<file path="src/rtl/keystroke_keyword_detector_core_assert.svh">
// Assertion macros for the keyword detector core RTL.
`ifndef KEYSTROKE_KEYWORD_DETECTOR_CORE_ASSERT_SVH
`define KEYSTROKE_KEYWORD_DETECTOR_CORE_ASSERT_SVH

// Same-cycle implication, sampled on clk_i, off while rst_ni is low.
`define KKD_ASSERT_NOW(lbl, ante, cons, msg) \
  lbl: assert property (@(posedge clk_i) disable iff (!rst_ni) (ante) |-> (cons)) \
    else $error(msg);

// Next-cycle implication, sampled on clk_i, off while rst_ni is low.
`define KKD_ASSERT_NEXT(lbl, ante, cons, msg) \
  lbl: assert property (@(posedge clk_i) disable iff (!rst_ni) (ante) |=> (cons)) \
    else $error(msg);

`endif

</file>
<file path="src/rtl/kkd_pkg.sv">
// Types, constants and helpers for the keystroke keyword detector.
`default_nettype none

package kkd_pkg;

  localparam int unsigned NUM_KEYWORDS = 4;
  localparam int unsigned MAX_LEN      = 8;
  localparam int unsigned CHAR_W       = 8;
  localparam int unsigned KW_W         = 64;
  localparam int unsigned LEN_W        = 4;
  localparam int unsigned PROG_W       = 3;
  localparam int unsigned CNT_W        = 3;
  localparam int unsigned LENS_W       = 16;
  localparam int unsigned CFG_IDX_W    = 3;

  typedef enum logic [CFG_IDX_W-1:0] {
    REG_COUNT   = 3'd0,
    REG_CHARS_0 = 3'd1,
    REG_CHARS_1 = 3'd2,
    REG_CHARS_2 = 3'd3,
    REG_CHARS_3 = 3'd4,
    REG_LENGTHS = 3'd5
  } cfg_idx_e;

  typedef struct packed {
    logic [PROG_W-1:0] prog;
    logic              hit;
  } lane_res_t;

  // Length nibble to effective length: zero acts as one, clamp at MAX_LEN.
  function automatic logic [LEN_W-1:0] eff_len(input logic [LEN_W-1:0] nib);
    logic [LEN_W-1:0] len;
    len = nib;
    if (nib == '0) begin
      len = LEN_W'(1);
    end else if (nib > LEN_W'(MAX_LEN)) begin
      len = LEN_W'(MAX_LEN);
    end
    return len;
  endfunction

endpackage

`default_nettype wire

</file>
<file path="src/rtl/kkd_lane.sv">
// One keyword lane: compares a character and computes next progress and hit.
`default_nettype none

module kkd_lane (
  input  wire logic                     en_i,
  input  wire logic [kkd_pkg::KW_W-1:0]   chars_i,
  input  wire logic [kkd_pkg::LEN_W-1:0]  len_nib_i,
  input  wire logic [kkd_pkg::PROG_W-1:0] prog_i,
  input  wire logic [kkd_pkg::CHAR_W-1:0] key_char_i,
  output kkd_pkg::lane_res_t              res_o
);
  import kkd_pkg::*;

  logic [LEN_W-1:0]  len;
  logic [PROG_W-1:0] cur;
  logic [CHAR_W-1:0] expect_char;
  logic [LEN_W-1:0]  nxt;
  logic              done;

  always_comb begin
    len = eff_len(len_nib_i);
    // progress left over from a longer length restarts from zero
    cur = ({1'b0, prog_i} >= len) ? '0 : prog_i;
    expect_char = chars_i[{cur, 3'b000} +: CHAR_W];
    if (expect_char == key_char_i) begin
      nxt = {1'b0, cur} + LEN_W'(1);
    end else if (chars_i[CHAR_W-1:0] == key_char_i) begin
      nxt = LEN_W'(1);
    end else begin
      nxt = '0;
    end
    done = en_i && (nxt >= len);
    res_o.hit  = done;
    res_o.prog = (!en_i || done) ? '0 : nxt[PROG_W-1:0];
  end

endmodule

`default_nettype wire

</file>
<file path="src/rtl/keystroke_keyword_detector_core.sv">
// Keystroke keyword detector: up to four keywords tracked per character.
// An accepted key_char beat is held in the input register; its match_mask goes to the result register.
// Throughput: one character per cycle while out_stall_i is low; the four lane comparators work in parallel.
// Reset: progress clears, keyword_count 0, keyword chars 0, lengths 0x1111.
// Any write to a defined register clears all match progress.
`default_nettype none

`include "keystroke_keyword_detector_core_assert.svh"

module keystroke_keyword_detector_core (
  input  wire logic                          clk_i,
  input  wire logic                          rst_ni,
  input  wire logic                          in_valid_i,
  output logic                               in_stall_o,
  input  wire logic [kkd_pkg::CHAR_W-1:0]    key_char_i,
  output logic                               out_valid_o,
  input  wire logic                          out_stall_i,
  output logic [kkd_pkg::NUM_KEYWORDS-1:0]   match_mask_o,
  input  wire logic                          cfg_valid_i,
  output logic                               cfg_ready_o,
  input  wire logic [kkd_pkg::CFG_IDX_W-1:0] cfg_index_i,
  input  wire logic [kkd_pkg::KW_W-1:0]      cfg_data_i
);
  import kkd_pkg::*;

  logic [CNT_W-1:0]                     count_q;
  logic [NUM_KEYWORDS-1:0][KW_W-1:0]    chars_q;
  logic [LENS_W-1:0]                    lengths_q;
  logic [NUM_KEYWORDS-1:0][PROG_W-1:0]  prog_q;
  logic [NUM_KEYWORDS-1:0][PROG_W-1:0]  prog_d;
  logic [NUM_KEYWORDS-1:0]              hit;
  lane_res_t                            lane_res [NUM_KEYWORDS];

  logic              in_valid_q;
  logic [CHAR_W-1:0] key_char_q;
  logic              out_valid_q;
  logic [NUM_KEYWORDS-1:0] mask_q;

  logic out_ready;
  logic advance;
  logic cfg_wr;
  logic cfg_clear;

  assign cfg_ready_o = 1'b1;
  assign cfg_wr      = cfg_valid_i && cfg_ready_o;
  assign cfg_clear   = cfg_wr && (cfg_index_i <= CFG_IDX_W'(REG_LENGTHS));

  assign out_ready  = !out_valid_q || !out_stall_i;
  assign in_stall_o = in_valid_q && !out_ready;
  assign advance    = in_valid_q && out_ready;

  assign out_valid_o  = out_valid_q;
  assign match_mask_o = mask_q;

  for (genvar i = 0; i < NUM_KEYWORDS; i++) begin : g_lane
    kkd_lane u_lane (
      .en_i      (count_q > CNT_W'(i)),
      .chars_i   (chars_q[i]),
      .len_nib_i (lengths_q[LEN_W*i +: LEN_W]),
      .prog_i    (prog_q[i]),
      .key_char_i(key_char_q),
      .res_o     (lane_res[i])
    );
    assign hit[i]    = lane_res[i].hit;
    assign prog_d[i] = lane_res[i].prog;
  end

  // Register file writes; a defined index also wipes progress.
  always_ff @(posedge clk_i or negedge rst_ni) begin
    if (!rst_ni) begin
      count_q   <= '0;
      chars_q   <= '0;
      lengths_q <= LENS_W'(16'h1111);
    end else begin
      if (cfg_wr) begin
        unique case (cfg_idx_e'(cfg_index_i))
          REG_COUNT: begin
            count_q <= cfg_data_i[CNT_W-1:0];
          end
          REG_CHARS_0: begin
            chars_q[0] <= cfg_data_i;
          end
          REG_CHARS_1: begin
            chars_q[1] <= cfg_data_i;
          end
          REG_CHARS_2: begin
            chars_q[2] <= cfg_data_i;
          end
          REG_CHARS_3: begin
            chars_q[3] <= cfg_data_i;
          end
          REG_LENGTHS: begin
            lengths_q <= cfg_data_i[LENS_W-1:0];
          end
          default: begin
          end
        endcase
      end
    end
  end

  // Progress state; a clear lands on the same edge as the write.
  always_ff @(posedge clk_i or negedge rst_ni) begin
    if (!rst_ni) begin
      prog_q <= '0;
    end else if (cfg_clear) begin
      prog_q <= '0;
    end else if (advance) begin
      prog_q <= prog_d;
    end
  end

  // Input register and result register.
  always_ff @(posedge clk_i or negedge rst_ni) begin
    if (!rst_ni) begin
      in_valid_q  <= 1'b0;
      out_valid_q <= 1'b0;
    end else begin
      if (in_valid_i && !in_stall_o) begin
        in_valid_q <= 1'b1;
      end else if (out_ready) begin
        in_valid_q <= 1'b0;
      end
      if (out_ready) begin
        out_valid_q <= in_valid_q;
      end
    end
  end

  always_ff @(posedge clk_i) begin
    if (in_valid_i && !in_stall_o) begin
      key_char_q <= key_char_i;
    end
    if (advance) begin
      mask_q <= hit;
    end
  end

  `KKD_ASSERT_NEXT(a_cfg_clears_prog,
                   cfg_valid_i && cfg_ready_o && (cfg_index_i <= CFG_IDX_W'(REG_LENGTHS)),
                   prog_q == '0, "progress not cleared after register write")

  `KKD_ASSERT_NEXT(a_beat_reaches_out, in_valid_q && out_ready, out_valid_q,
                   "character beat did not reach result register")

  for (genvar i = 0; i < NUM_KEYWORDS; i++) begin : g_chk
    `KKD_ASSERT_NOW(a_prog_below_len, 1'b1,
                    {1'b0, prog_q[i]} < eff_len(lengths_q[LEN_W*i +: LEN_W]),
                    "progress at or past keyword length")
  end

endmodule

`default_nettype wire
</file>
<file path="config.mk">
export PLATFORM = sky130hd
export DESIGN_NAME = keystroke_keyword_detector_core
export DESIGN_NICKNAME = d
export VERILOG_FILES = /design/src/rtl/kkd_pkg.sv /design/src/rtl/kkd_lane.sv /design/src/rtl/keystroke_keyword_detector_core.sv
export VERILOG_INCLUDE_DIRS = /design/src /design/src/rtl
export SDC_FILE = /design/constraint.sdc
export NUM_CORES = 1
export LEC_CHECK = 0
export ABC_CLOCK_PERIOD_IN_PS = 11100
export BUFFER_PORTS_ARGS = -buffer_cell sky130_fd_sc_hd__buf_2
export CAP_MARGIN = 0
export CORE_ASPECT_RATIO = 0.8
export CORE_MARGIN = 1.5
export CORE_UTILIZATION = 69
export CTS_BUF_LIST = sky130_fd_sc_hd__clkbuf_8
export DETAILED_ROUTE_END_ITERATION = 7
export PLACE_DENSITY = 0.85
export REMOVE_ABC_BUFFERS = 1
export SETUP_SLACK_MARGIN = 0.05
export SYNTH_ARGS = -nofsm -noshare
export SYNTH_HDL_FRONTEND = slang
export SYNTH_SLANG_ARGS = --single-unit
</file>
<file path="constraint.sdc">
create_clock -name clk_i -period 11.1 [get_ports clk_i]
set_input_delay 0.555 -clock clk_i [delete_from_list [all_inputs] [get_ports clk_i]]
set_output_delay 0.555 -clock clk_i [all_outputs]
set_load 0.01 [all_outputs]
</file>
==> impl_metrics.json, run 1 <==
{
  "synth_largest_area_cell": "dfrtp_1",
  "drive_above_1_share_pct": 36.2,
  "synth_edf_count": 12,
  "grt_pass1_vias": 11400,
  "dp.final_hpwl_mm": 29.2,
  "status": "finished clean",
  "drc": 0,
  "p_int_w": 0.00221,
  "grtUsageTotal_pct": 39.4,
  "p_leak_nw": 7.27,
  "clock_latency_ps": 570,
  "switching_share_pct": 30.1,
  "place_area_mm2": 0.0161,
  "fin_crit_ps": 5950,
  "synth_seq_cells": 301,
  "synthCells": 1256,
  "worst-path-max-fanout": 15,
  "start_util_pct": 71.0,
  "start_kind": "register",
  "numClockSinks": 301,
  "nFillCells": 1377,
  "setup_viol": 0,
  "coreArea_mm2": 0.0218,
  "syn_area_per_cell_um2": 12.3,
  "yosys.area.top_type_share_pct": 46.1,
  "numCtsBuffers": 46,
  "drv_slew": 0,
  "drt_iter0_drc": 1166,
  "drv_cap": 0,
  "vdd_drop_max_v": 0.000131,
  "wl_mm": 43.9,
  "clkPwrFrac_pct": 30.8,
  "power_frac_comb_pct": 21.9,
  "fin_skew_ps": 11.9,
  "routed_via_density": 6.78,
  "ant_nets": 0,
  "grt_pass1_wl_mm": 67.5,
  "end_kind": "register",
  "grt_max_degree": 168,
  "min_period_over_period_pct": 53.6,
  "ys_types": 77,
  "synth_ff_type": "dfrtp_1",
  "final_nets": 1443,
  "portBuffers": 85,
  "place_congestion": 1.03,
  "die_w_um": 170,
  "io-pin-count": 87,
  "cts_resized": 0,
  "syn-cell-area_mm2": 0.0155,
  "cts-htree-levels": 2,
  "multiInputGateArea_mm2": 0.00744,
  "area_delta_synth_final_pct": 10.6,
  "clockBufferDepth": 3,
  "fmax_mhz": 168,
  "tightest_slew_ps": 1290,
  "synth-async-reset-ratio_pct": 96.0,
  "dieArea_mm2": 0.0233,
  "overflow": 0,
  "tns_ps": 0,
  "worst_slew_margin_rel_pct": 13.0,
  "cts_setup_buffers": 0,
  "hold_violations": 0,
  "critPathRequiredTime_ps": 11610,
  "pwr-share-seq_pct": 47.3,
  "die_height_um": 137,
  "clk_pin_slew_ps": 60,
  "netlist_top_cells_area": "dfrtp_1 (46%), mux2_2 (21%), mux2i_1 (3.2%)",
  "cts_tree": "built",
  "arrival_ps": 6450,
  "drt-wirelength-per-cell_um": 26.3,
  "cts_hold_buffers": 0,
  "clk_root_buffer_cell": "clkbuf_8",
  "num_vias": 11300,
  "synthTopCellsByCount": "dfrtp_1 (285), mux2_2 (282), nand2_1 (57), clkbuf_1 (54), nor2_1 (53)",
  "power_switching_w": 0.000956,
  "layout.area.seq_mm2": 0.00760,
  "yosysWarnings": 0,
  "hold_class": "input pin to asynchronous set/reset pin",
  "synth.most_common_cell": "dfrtp_1",
  "antenna_found_initial": 0,
  "rows": 48,
  "drt-pass1-iter-count": 5,
  "final_area_mm2": 0.0171,
  "power_density_mw_per_mm2": 185,
  "path_class": "register to register",
  "rsz0062_at_grt": "no",
  "seq_area_frac_synth_pct": 49.1
}
## final cells by class
cell class | count | area share, %
multi-input cells | 845 | 43.5
diodes | 1 | 0.0146
repair buffers | 104 | 3.43
inverters | 33 | 0.724
flip-flops and latches | 301 | 44.4
well taps | 300 | 2.19
clock buffers | 61 | 4.90
clock inverters | 22 | 0.862
## routing by layer
metal	GRT usage, %	wire length (um)
met1	55.5	17900
met4	16.5	1690
met5	0	0
met2	58.0	19000
met3	10.8	5290
## per-stage QoR
stage	power (W)	util (%)	hold slack, ps	setup WS, ps	std cells
2_1_floorplan	0.00193	-	259	4910	1179
3_3_place_gp	0.00215	74.0	464	5370	1582
3_5_place_dp	0.00219	74.0	491	5380	1582
4_1_cts	0.00316	78.5	126	5320	1665
5_1_grt	0.00329	78.5	140	5020	1666
6_report	0.00317	78.5	93.0	5150	1667
## placed cells by master (no fill, tap or decap), types with 17 or more instances in the layout
cell      Yosys  final
o21ai_0      34     34
nor2_1       53     53
ha_1         32     32
a21oi_1      42     42
xor2_1       17     17
xnor2_1      43     43
mux2i_1      49     49
mux2_2      282    282
clkbuf_8      0     61
nand2b_1     17     17
buf_4         1     17
buf_2        16     85
o32ai_1      17     17
nand2_1      57     57
dfrtp_1     285    284
inv_1        32     48
## path summary, 6_finish.rpt
| check | slack, ps | end | cells after the start | startpoint |
|---|---|---|---|---|
| max | 5150 | prog_q[5] | 17 | prog_q[4] |
| min | 90 | chars_q[42] | 1 | rst_ni |
| max reg2reg | 5150 | prog_q[5] | 17 | prog_q[4] |
| min reg2reg | 500 | out_valid_o | 1 | in_valid_q |
| max in group asynchronous | 9520 | chars_q[22] | 2 | rst_ni |
| min in group clk_i | 150 | key_char_q[3] | 1 | key_char_i[3] |
## worst max-delay path, stage by stage (launching register included)
cell and delay (ps):
dfrtp_1 720, ha_1 410, nor3b_1 550, o31a_1 700
o21ai_0 250, a211oi_1 300, xor2_1 120, nor3_1 460
nand3_1 290, mux2i_1 270, ha_1 260, nand2b_1 140
a21o_1 180, a21o_1 170, a21oi_1 450, nand3b_1 320
inv_1 150, a22o_1 140
## power by group through the flow
| stage | Sequential [W] | Combinational (W) | Clock [W] |
|---|---|---|---|
| 4_1_cts | 0.00149 | 0.000681 | 0.000982 |
| 2_1_floorplan | 0.00145 | 0.000484 | 0 |
| 3_5_place_dp | 0.00151 | 0.000675 | 0 |
| 6_report | 0.00150 | 0.000693 | 0.000977 |
| 3_3_place_gp | 0.00150 | 0.000650 | 0 |
| 5_1_grt | 0.00152 | 0.000743 | 0.00103 |
## flip-flops by register name, summed over array words and instances (netlist names)
name and cells:
in_valid_q 1, match_mask_o 4, chars_q 256, count_q 3, lengths_q 16, key_char_q 8, prog_q 12, out_valid_o 1
## logic make-up after synthesis
family	after synthesis	share of synthesized area [%]
flip-flops	301	49.1
other	1	0.0242
adder cells (fa/ha/maj)	32	2.59
AO/OA/AOI/OAI	198	9.34
AND/OR/NAND/NOR	207	6.69
XOR/XNOR	60	3.40
multiplexers	347	26.0
buffers and inverters	110	2.92
No activity file was read; power rests on OpenSTA's default activity.
==> run 2: changes to the inputs <==
Settings changed: ABC_AREA from default to 1, ABC_CLOCK_PERIOD_IN_PS 11100 to 5100, CORE_UTILIZATION 69 to 58, PLACE_DENSITY 0.85 to 0.75.
Clock period 11.1 ns to 5.1 ns, I/O delays scaled along.
==> impl_metrics.json, run 2 <==
{
  "drc": 0,
  "rows": 54,
  "numClockSinks": 301,
  "clock_latency_ps": 620,
  "synth_ff_type": "dfrtp_1",
  "yosysWarnings": 0,
  "worst-path-max-fanout": 14,
  "path_class": "register to register",
  "vdd_drop_max_v": 0.000262,
  "syn-cell-area_mm2": 0.0164,
  "use_met1_pct": 57.9,
  "grtUsageMet3_pct": 10.2,
  "io-pin-count": 87,
  "final_common_cell": "nand2_1",
  "area_delta_synth_final_pct": 13.8,
  "grtUsageTotal_pct": 39.5,
  "drv_slew": 0,
  "place_congestion": 1.00,
  "synth_seq_cells": 301,
  "regMostFlops": "chars_q",
  "synth-async-reset-ratio_pct": 96.0,
  "grt_pass1_vias": 15000,
  "ant_nets": 0,
  "tightest_slew_ps": 1020,
  "start_util_pct": 59.6,
  "setup_viol": 0,
  "fin_crit_ps": 4800,
  "ys_types": 34,
  "yosys.area.top_type_share_pct": 43.4,
  "status": "finished clean",
  "wl_mm": 57.7,
  "num_antenna_cells": 0,
  "top_regs": "chars_q x256, lengths_q x16, prog_q x12",
  "place_area_mm2": 0.0170,
  "largest_reg_flops": 256,
  "syn_area_per_cell_um2": 7.43,
  "nFillCells": 2370,
  "portBuffers": 85,
  "hold_class": "input pin to register",
  "clk_root_buffer_cell": "clkbuf_8",
  "synth_largest_area_cell": "dfrtp_1",
  "grt_pass1_wl_mm": 87.3,
  "tns_ps": 0,
  "arrival_ps": 5350,
  "seq_area_frac_synth_pct": 46.3,
  "power_density_mw_per_mm2": 369,
  "final_cell_mix": "nand2_1 (827), dfrtp_1 (285), o21ai_0 (279)",
  "final_nets": 2424,
  "overflow": 0,
  "drt-wirelength-per-cell_um": 21.2,
  "netlist_top_cells_area": "dfrtp_1 (43%), nand2_1 (19%), o21ai_0 (8.5%)",
  "fin_skew_ps": 12.7,
  "synth.most_common_cell": "nand2_1",
  "hold_violations": 0,
  "num_vias": 16000,
  "dp.final_hpwl_mm": 38.0,
  "start_kind": "register",
  "hold_ws_ps": 20.0,
  "coreArea_mm2": 0.0276,
  "die_height_um": 153,
  "drv_cap": 0,
  "p_leak_nw": 9.69,
  "rsz0062_at_grt": "no",
  "cts-htree-levels": 2,
  "fmax_mhz": 208,
  "drt_iter0_drc": 1888,
  "grt_use_met2_pct": 55.3,
  "synthCells": 2211,
  "clockBufferDepth": 3,
  "total_power_w": 0.00689,
  "drt-pass1-iter-count": 8,
  "antenna_found_initial": 2,
  "clk_pin_slew_ps": 60,
  "synthTopCellsByCount": "nand2_1 (829), dfrtp_1 (285), o21ai_0 (279), inv_1 (217), nand3_1 (214)",
  "busiest_layer": "met1",
  "final_core_util_pct": 67.8,
  "critPathRequiredTime_ps": 5650,
  "synth_edf_count": 12,
  "worst_slew_margin_rel_pct": 31.7,
  "cts_tree": "built",
  "final_area_mm2": 0.0187,
  "min_period_over_period_pct": 94.2,
  "die_w_um": 191,
  "drive_above_1_share_pct": 11.2,
  "grt_max_degree": 133,
  "numCtsBuffers": 48,
  "dieArea_mm2": 0.0293,
  "routed_via_density": 5.88,
  "end_kind": "register"
}
[run 2: cell types whose count changed in the layout (fill, tap and decap cells not counted), moves of 26 or more]
cell	change
a21oi_1	-26
dlygate4sd3_1	+57
inv_1	+182
mux2_2	-282
mux2i_1	-49
nand2_1	+770
nand3_1	+202
nand4_1	+77
nor2_1	-38
o21ai_0	+245
xnor2_1	-34
[run 2: worst paths after layout]
kind                            slack (ps)           end           from  depth (start not counted)
worst max-delay path                   300     prog_q[0]   lengths_q[1]                         26
min in group asynchronous              220  chars_q[118]         rst_ni                          2
worst max register to register         300     prog_q[0]   lengths_q[1]                         26
max in group asynchronous             3560  chars_q[159]         rst_ni                          3
worst min-delay path                    20  chars_q[128]  cfg_data_i[0]                          3
worst min register to register         480   out_valid_o     in_valid_q                          2
[run 2: cells by family (layout without fill, tap and decap cells)]
group,after synthesis,after routing,share of synthesized area [%]
compound gates,300,300,9.23
xor+xnor,13,13,0.693
fa+ha+maj,32,32,2.44
buf+inv,355,493,9.06
flops,301,301,46.3
other cells,1,1,0.0228
simple gates,1209,1211,32.3
[run 2: area by class of cell]
| cell class | instances | area (um^2) | share of cell area [%] |
|---|---|---|---|
| Timing Repair Buffer | 175 | 1320 | 7.04 |
| Multi-Input combinational cell | 1557 | 7410 | 39.7 |
| Clock buffer | 66 | 908 | 4.86 |
| Tap cell | 364 | 455 | 2.44 |
| Inverter | 229 | 871 | 4.66 |
| Sequential cell | 301 | 7600 | 40.7 |
| Clock inverter | 23 | 126 | 0.676 |
[run 2: per-layer routing]
metal,up-vias,part of all wire [%],wire [um]
li1,7322,-,-
met1,7490,42,24300
met2,990,41,23900
met3,168,12,6980
met4,0,4.2,2440
met5,-,0,0
[run 2: critical path, stage by stage (launching register included)]
cell and delay (ps):
dfrtp_1 390, or2_2 310, a21oi_1 320, ha_1 310, inv_1 60, nand2_1 50, nand2_1 60, nand2_1 70
nand2_2 370, nand3_2 180, clkinvlp_4 350, nand3_1 210, nand2_1 100, nand2_1 70, nand2_1 70, nand2_1 50
nand2_1 100, nand2_1 70, nor2_2 150, nand3_1 150, nor3_1 210, ha_1 310, a21oi_1 170, nand3_1 150
nor3_2 250, nand3_1 110, nand2_1 70
[run 2: repair_timing]
| item | in CTS | in global routing |
|---|---|---|
| setup endpoints to repair | 3 | 8 |
| pin swaps | 1 | 3 |
| setup buffers | 0 | 5 |
| gates resized for setup | 1 | 7 |
| hold endpoints to repair | 257 | 0 |
| hold buffers | 57 | 0 |
| cloned | 0 | 2 |
[run 2: metrics by stage]
step	instances	setup slack, ps
after floorplan	2085	773
after global placement	2562	113
after detailed placement	2562	44.2
after CTS	2708	63.6
after global routing	2715	58.9
final	2715	298
[run 2: power breakdown]
group	total, W	internal [W]	switching [W]
combinational	0.00149	0.000520	0.000974
sequential	0.00316	0.00284	0.000329
clock	0.00223	0.00120	0.00103
total	0.00689	0.00456	0.00233
==> run 3: changes to the inputs <==
Settings changed: CORE_ASPECT_RATIO 0.8 to 0.75.
==> impl_metrics.json, run 3 (same netlist as run 2, synthesis figures left out) <==
{
  "drt-pass1-iter-count": 8,
  "drv_cap": 0,
  "drt_iter0_drc": 1605,
  "ant_nets": 0,
  "fmax_mhz": 210,
  "num_vias": 15900,
  "reg2reg_depth": 25,
  "nFillCells": 2459,
  "coreArea_mm2": 0.0279,
  "routed_via_density": 5.79,
  "start_util_pct": 58.8,
  "worstHoldStart": "cfg_data_i[43]",
  "cts-htree-levels": 2,
  "area_delta_synth_final_pct": 13.7,
  "drive_above_1_share_pct": 11.4,
  "p_leak_nw": 9.69,
  "drv_slew": 0,
  "start_kind": "register",
  "power_density_mw_per_mm2": 361,
  "die_w_um": 197,
  "top_regs": "chars_q x256, lengths_q x16, prog_q x12",
  "numCtsBuffers": 48,
  "grt_pass1_vias": 15000,
  "place_congestion": 0.959,
  "dp.final_hpwl_mm": 37.3,
  "fin_crit_ps": 4750,
  "hold_violations": 0,
  "final_nets": 2429,
  "clk_pin_slew_ps": 60,
  "largest_reg_flops": 256,
  "io-pin-count": 87,
  "numClockSinks": 301,
  "total_power_w": 0.00673,
  "grt_pass1_wl_mm": 88.3,
  "die_height_um": 149,
  "cts_tree": "built",
  "status": "finished clean",
  "arrival_ps": 5310,
  "clk_root_buffer_cell": "clkbuf_8",
  "fin_skew_ps": 27.0,
  "dieArea_mm2": 0.0293,
  "regMostFlops": "chars_q",
  "overflow": 0,
  "drc": 0,
  "grtUsageTotal_pct": 40.4,
  "hold_depth": 3,
  "vdd_drop_max_v": 0.000229,
  "portBuffers": 85,
  "clockBufferDepth": 3,
  "wl_mm": 57.9,
  "worst_slew_margin_rel_pct": 29.3,
  "tightest_slew_ps": 1060,
  "cp-startpoint": "lengths_q[14]",
  "rsz0062_at_grt": "no",
  "rr_startpoint": "lengths_q[14]",
  "critPathRequiredTime_ps": 5660,
  "worst-path-max-fanout": 14,
  "antenna_found_initial": 1,
  "setup_viol": 0,
  "drt-wirelength-per-cell_um": 21.1,
  "end_kind": "register",
  "final_cell_mix": "nand2_1 (827), dfrtp_1 (285), o21ai_0 (279)",
  "clock_latency_ps": 620,
  "hold_class": "input pin to register",
  "path_class": "register to register",
  "rows": 53,
  "hold_ws_ps": 9.34,
  "final_common_cell": "nand2_1",
  "final_core_util_pct": 66.9,
  "min_period_over_period_pct": 93.2,
  "grt_max_degree": 154
}
==> run 3: cell types whose count changed in the layout (fill, tap and decap cells not counted), sizes merged, moves of 3 or more <==
cell | before | now
diode | 0 | 3
clkbuf | 66 | 62
inv | 239 | 243
buf | 118 | 129
dlygate4sd3 | 57 | 52
==> run 3: worst paths after layout <==
check	endpoint	slack (ps)
worst min-delay path	chars_q[43]	9
max in group asynchronous	chars_q[185]	3560
worst min register to register	chars_q[41]	480
worst max-delay path	prog_q[10]	350
min in group asynchronous	chars_q[254]	220
worst max register to register	prog_q[10]	350
==> run 3: area by class of cell <==
type | count | area [um^2] | area share [%]
Clock inverter | 24 | 111 | 0.596
Timing Repair Buffer | 181 | 1350 | 7.22
Clock buffer | 62 | 853 | 4.57
Antenna cell | 3 | 7.51 | 0.0402
Multi-Input combinational cell | 1556 | 7400 | 39.6
Tap cell | 385 | 482 | 2.58
Sequential cell | 301 | 7600 | 40.7
Inverter | 229 | 871 | 4.66
==> run 3: worst max-delay path, stage by stage (launching register included) <==
cell and delay, ps:
dfrtp_1 410, nor2_1 130, nor2_1 60, nor2_1 200, ha_1 290, inv_1 60, nand2_1 50, nand2_1 70
nand2_1 70, nand2_2 280, nand3_1 190, inv_2 460, nand3_1 200, nand3_1 300, nand3_1 120, nand2_1 130
nand2_1 60, nor2_1 140, nand3_1 140, nor3_1 210, ha_1 300, a21oi_1 150, nand3_1 120, nor3b_1 350
nand2_1 120, nand2_1 70
==> run 3: power breakdown <==
part,internal [W],leakage [nW],total (W),switching [W]
sequential,0.00284,3.76,0.00316,0.000321
clock,0.00109,0.564,0.00212,0.00103
combinational,0.000519,5.37,0.00145,0.000935
==> run 3: what timing repair did <==
item / 4_1_cts / 5_1_grt
gates resized for setup: 1 / 5
cloned: 1 / 0
setup endpoints to repair: 4 / 10
hold buffers: 52 / 0
buffers inserted: 6 / 4
pin swaps: 2 / 2
endpoints found under the hold margin: 219 / 0
==> run 3: metrics by stage <==
step	instances	setup WS, ps	TNS (ps)	area (um^2)
2_1_floorplan	2085	773	0	15800
3_3_place_gp	2589	-101	-256	17000
3_5_place_dp	2589	-123	-339	17000
4_1_cts	2734	206	0	18600
5_1_grt	2738	68.9	0	18700
6_report	2741	345	0	18700
==> run 3: per-layer routing <==
metal	wire length, um	share of wire [%]	global-route usage (%)	up-vias
met2	24400	42	59.2	911
met4	2140	3.7	14.7	0
met1	24000	42	56.3	7449
met5	0	0	0	-
met3	7330	13	12.9	160
li1	-	-	-	7352
